`src/aar_pkg.sv`:
```
// Shared types, constants and helpers for the axis-angle rotation matrix block.
// Used by aar_prep, aar_cordic, aar_matrix and the top level; no dependencies.
package aar_pkg;

  // Stage counts of the fixed parts of the datapath
  localparam int PREP_LAT = 4;
  localparam int SQRT_LAT = 32;
  localparam int DIV_LAT  = 31;
  localparam int AXIS_LAT = PREP_LAT + SQRT_LAT + DIV_LAT;
  localparam int MAT_LAT  = 7;
  localparam int PIPE_LAT = AXIS_LAT + MAT_LAT;

  // CORDIC vector width, Q2.30 with headroom
  localparam int CS_W = 34;
  localparam logic signed [CS_W-1:0] GAIN_INV = 34'sd652032874;
  localparam logic signed [31:0]     ONE_Q16  = 32'sd65536;

  localparam logic [31:0] ATAN_TAB [0:29] = '{
    32'd536870912, 32'd316933406, 32'd167458907, 32'd85004756, 32'd42667331,
    32'd21354465,  32'd10679838,  32'd5340245,   32'd2670163,  32'd1335087,
    32'd667544,    32'd333772,    32'd166886,    32'd83443,    32'd41722,
    32'd20861,     32'd10430,     32'd5215,      32'd2608,     32'd1304,
    32'd652,       32'd326,       32'd163,       32'd81,       32'd41,
    32'd20,        32'd10,        32'd5,         32'd3,        32'd1
  };

  typedef logic signed [31:0] q16_t;

  typedef struct packed {
    q16_t col0;
    q16_t col1;
    q16_t col2;
    q16_t col3;
  } row_t;

  typedef row_t [2:0] rows_t;

  function automatic q16_t sat32(input logic signed [63:0] v);
    q16_t r;
    if (v > 64'sd2147483647) begin
      r = 32'sh7fffffff;
    end else if (v < -64'sd2147483648) begin
      r = 32'sh80000000;
    end else begin
      r = v[31:0];
    end
    return r;
  endfunction

endpackage

```
`src/aar_cordic.sv`:
```
// Pipelined rotation-mode CORDIC giving cosine and sine in Q2.30.
// One quadrant stage plus STAGES micro-rotation stages; uses aar_pkg constants.
module aar_cordic #(
  parameter int STAGES = 16
) (
  input  logic                               clk,
  input  logic                               en,
  input  logic                               opcode,
  input  logic signed [15:0]                 angle,
  output logic signed [aar_pkg::CS_W-1:0]    c,
  output logic signed [aar_pkg::CS_W-1:0]    s
);
  import aar_pkg::*;

  logic signed [CS_W-1:0] x_q [0:STAGES];
  logic signed [CS_W-1:0] y_q [0:STAGES];
  logic signed [32:0]     z_q [0:STAGES];

  logic signed [15:0] ang_n;
  logic signed [16:0] zq;
  logic signed [CS_W-1:0] x0, y0;

  always_comb begin
    // inverse: negate, wrapping in 16 bits
    ang_n = opcode ? 16'(-angle) : angle;
    if (ang_n >= 16'sd16384) begin
      x0 = '0;
      y0 = GAIN_INV;
      zq = 17'(ang_n) - 17'sd16384;
    end else if (ang_n < -16'sd16384) begin
      x0 = '0;
      y0 = -GAIN_INV;
      zq = 17'(ang_n) + 17'sd16384;
    end else begin
      x0 = GAIN_INV;
      y0 = '0;
      zq = 17'(ang_n);
    end
  end

  always_ff @(posedge clk) begin
    if (en) begin
      x_q[0] <= x0;
      y_q[0] <= y0;
      z_q[0] <= {zq, 16'd0};
    end
  end

  for (genvar i = 0; i < STAGES; i++) begin : g_st
    logic signed [32:0] at;
    assign at = $signed({1'b0, ATAN_TAB[i]});

    always_ff @(posedge clk) begin
      if (en) begin
        if (z_q[i] >= 0) begin
          x_q[i+1] <= x_q[i] - (y_q[i] >>> i);
          y_q[i+1] <= y_q[i] + (x_q[i] >>> i);
          z_q[i+1] <= z_q[i] - at;
        end else begin
          x_q[i+1] <= x_q[i] + (y_q[i] >>> i);
          y_q[i+1] <= y_q[i] - (x_q[i] >>> i);
          z_q[i+1] <= z_q[i] + at;
        end
      end
    end
  end

  assign c = x_q[STAGES];
  assign s = y_q[STAGES];

endmodule

```
`config.mk`:
```
export PLATFORM = sky130hd
export DESIGN_NAME = aar_cordic
export DESIGN_NICKNAME = d
export VERILOG_FILES = /design/src/aar_pkg.sv /design/src/aar_cordic.sv
export SDC_FILE = /design/constraint.sdc
export NUM_CORES = 2
export LEC_CHECK = 0
export BUFFER_PORTS_ARGS = -buffer_cell sky130_fd_sc_hd__clkbuf_2
export CAP_MARGIN = 30
export CORE_UTILIZATION = 30
export DETAILED_ROUTE_END_ITERATION = 12
export PLACE_DENSITY = 0.54
export SETUP_SLACK_MARGIN = 0.15
export SLEW_MARGIN = 5
export SYNTH_ARGS = -nofsm -noshare
export SYNTH_HDL_FRONTEND = slang
export SYNTH_SLANG_ARGS = --single-unit
```
`constraint.sdc`:
```
create_clock -name clk -period 6.1 [get_ports clk]
set_input_delay 0.61 -clock clk [delete_from_list [all_inputs] [get_ports clk]]
set_output_delay 0.61 -clock clk [all_outputs]
set_load 0.1 [all_outputs]
```
==> impl_results.md <==
* Core area at 0.429 mm2
* Port bufs at 86
* Final setup TNS at 0 ps
* Mux share of post-synthesis cell area at 0.927%
* All-Layer GR Usage at between 10% and 20%
* Postcts setup bufs at 0
* Synth top area cells: edfxtp_1 (35%), ha_1 (14%), xnor2_1 (8.6%)
* Die height at around 660 um
* Post-synthesis sequential area ratio at roughly a third
* Final hold viol count at 0
* Commonest non-fill, non-tap cell in the layout: edfxtp_1
* Crit path buffers/inverters at 0
* Hold Path Class: input pin to register
* CTS Root Cell: clkbuf_16
* Async SR Flop Fraction at 0%
* Status: complete, no violations
* Via count at 100000
* Slowest Stage Delay on Critical Path at just under 600 ps
* Post-Synth Adder-Cell Area at 14.6%
* Final Max Slew Viols at 0
* Largest net degree at the start of global routing at 167
* DRC at 0
* Worst path slowest cell: or4_1
* Total wire length at roughly 340000 um
* Synthesized cell area at 0.129 mm2
* Synth cell types at 97
* Fmax achieved at 0.181 GHz
* Total gr overflow at 0
* Complex-gate fraction of the synthesized area at 20.9%
* Clock Sinks at 1521
* Leading area contributor after synthesis: edfxtp_1
* Pre-CTS WS at approximately 550 ps
* Yosys reg bits at 1521
* Average size of a mapped cell at approximately 9.6 um2
* Hold Startpoint: angle[9]
* Post-synthesis cell count at roughly 14000
* Fin area at 0.143 mm2
* DR vias/cell at 5.13
* Final period util at roughly nine tenths
* Clk buf depth at 4
* Post-synthesis xor/xnor area fraction at between 10% and 20%
* Most used cell, CP: o21ai_0
* Area Growth Syn to Fin at 10.8%
* Critical path type: register to register
* Starting DRT DRC Count at 7033
* Final setup fails at 0
* Post-synth EDFFs at 1521
* Setup WS post-layout at approximately 570 ps
* Synth Area in Simple Gates at roughly an eighth
* Worst path cell trace: or4_1, or3_1, or3_1, o21ai_0, xor2_1, ha_1, a21oi_1, o21ai_0, a2111o_1, a31o_2, o21ai_0, o31ai_2, a31oi_1, a21oi_1, o21ai_0, nand2b_1, xnor2_1
* Vias in the first global route at 96000
* I/O Pins at just under 90
* Setup crit end kind: register
* Setup crit start: x_q[2][7]
* Most frequent cells in the layout: edfxtp_1 (1521), a21oi_1 (1462), ha_1 (1440)
* Clk Latency, worst-skew pair at 900 ps
* Ys Warns at 0
* Relative slew margins at 30.7%
* Initial antenna violation count at 1
* Placed cell area at approximately 0.14 mm2
* Nets at 15200
* RSZ-0062 raised after global routing: yes
* First-pass DRT Iterations at 6
* Syn nets at 15000
* Startpoint types: register
* Post-DP HPWL at 268000 um
* Slew @ Worst Pin at 1040 ps
* CTS tree: built
* ANT nets after route at 0
* Inserted Clock Buffers at 192
* Worst-path maximum fanout at 6
* Largest family of logic cells by synthesized area: compound AO/OA/AOI/OAI gates
* Cell family with most CP delay: compound AO/OA/AOI/OAI gates
* Max Clock Skew at 86.7 ps
* R2R Path Start: x_q[2][7]
* Data required time at the worst endpoint at between 6000 and 7000 ps
* FP Rows at 240
* Worst path arrival time at 6090 ps
* First-pass GRT wire length at between 500000 and 600000 um
* Top_reg_cell synth: edfxtp_1
* Initial Util at 30.2%
* Clock transition at path regs at 60 ps
* Fraction of layout cells with a size suffix above 1 at 4.86%
* RePlAce Congestion at 0.897
* H-tree depth at 4
* Routed len/inst at 17.2 um
* Post-synth top area share at 35.3%
* Max-cap violations at 0
* Chip width at around 660 um
* Die area at 0.434 mm2
* Min Tclk post-route at 5530 ps
cell type report:
cell class / instances / area [um2]
Clock buffer: 221 / 4980
Antenna cell: 3 / 7.51
Multi-Input combinational cell: 11200 / 81000
Inverter: 508 / 1910
Sequential cell: 1521 / 45700
Fill cell: 43800 / 285000
Tap cell: 5687 / 7120
Timing Repair Buffer: 214 / 1460
Clock inverter: 122 / 1320
per-stage QoR:
stage          hold slack, ps  cells  util, %
2_1_floorplan             400  13500        -
3_3_place_gp              404  19200     32.0
3_5_place_dp              405  19200     32.0
4_1_cts                  17.8  19500     33.5
5_1_grt                  44.2  19500     33.5
6_report                  103  19500     33.5
logic make-up after synthesis:
| logic type | count (synthesis) |
|---|---|
| buffers and inverters | 762 |
| AO/OA/AOI/OAI | 4269 |
| adder cells (fa/ha/maj) | 1481 |
| multiplexers | 115 |
| flip-flops | 1521 |
| AND/OR/NAND/NOR | 3406 |
| XOR/XNOR | 1967 |
registers in the layout, indices dropped and copies added (netlist names):
name  cells
y_q     545
x_q     538
z_q     438
cell usage after synthesis, types with 161 or more instances:
cell type and n:
xor2_1 698, edfxtp_1 1521, nand2_1 749, clkbuf_1 215, ha_1 1440, o21bai_1 161
a21o_1 751, nor2b_1 187, nand3_1 230, o21ai_0 747, o21a_1 193, nor3_1 306
xnor2_1 1269, nand2b_1 254, a21oi_1 1462, inv_1 503, nor2_1 1003
final timing paths:
check,end,slack [ps],cells past startpoint
hold reg to reg,z_q[1][20],410,0
setup reg to reg,y_q[3][33],570,17
setup / recovery,y_q[3][33],570,17
hold / removal,z_q[0][25],100,2
per-layer routing:
layer	track usage (%)	vias up	part of all wire [%]
li1	-	50700	-
met3	1.61	388	3.8
met5	0	-	0
met4	3.80	0	2.5
met1	20.5	47300	48
met2	25.2	1813	46
timing repair:
item | 4_1_cts | 5_1_grt
endpoints found under the hold margin | 2 | 0
endpoints found under the setup margin | 0 | 2
resized for setup | 0 | 2
hold buffers | 2 | 0
Power is left out: the tool's default activity adds up to more than one toggle a clock period on the data nets, which glitch-free logic cannot reach.
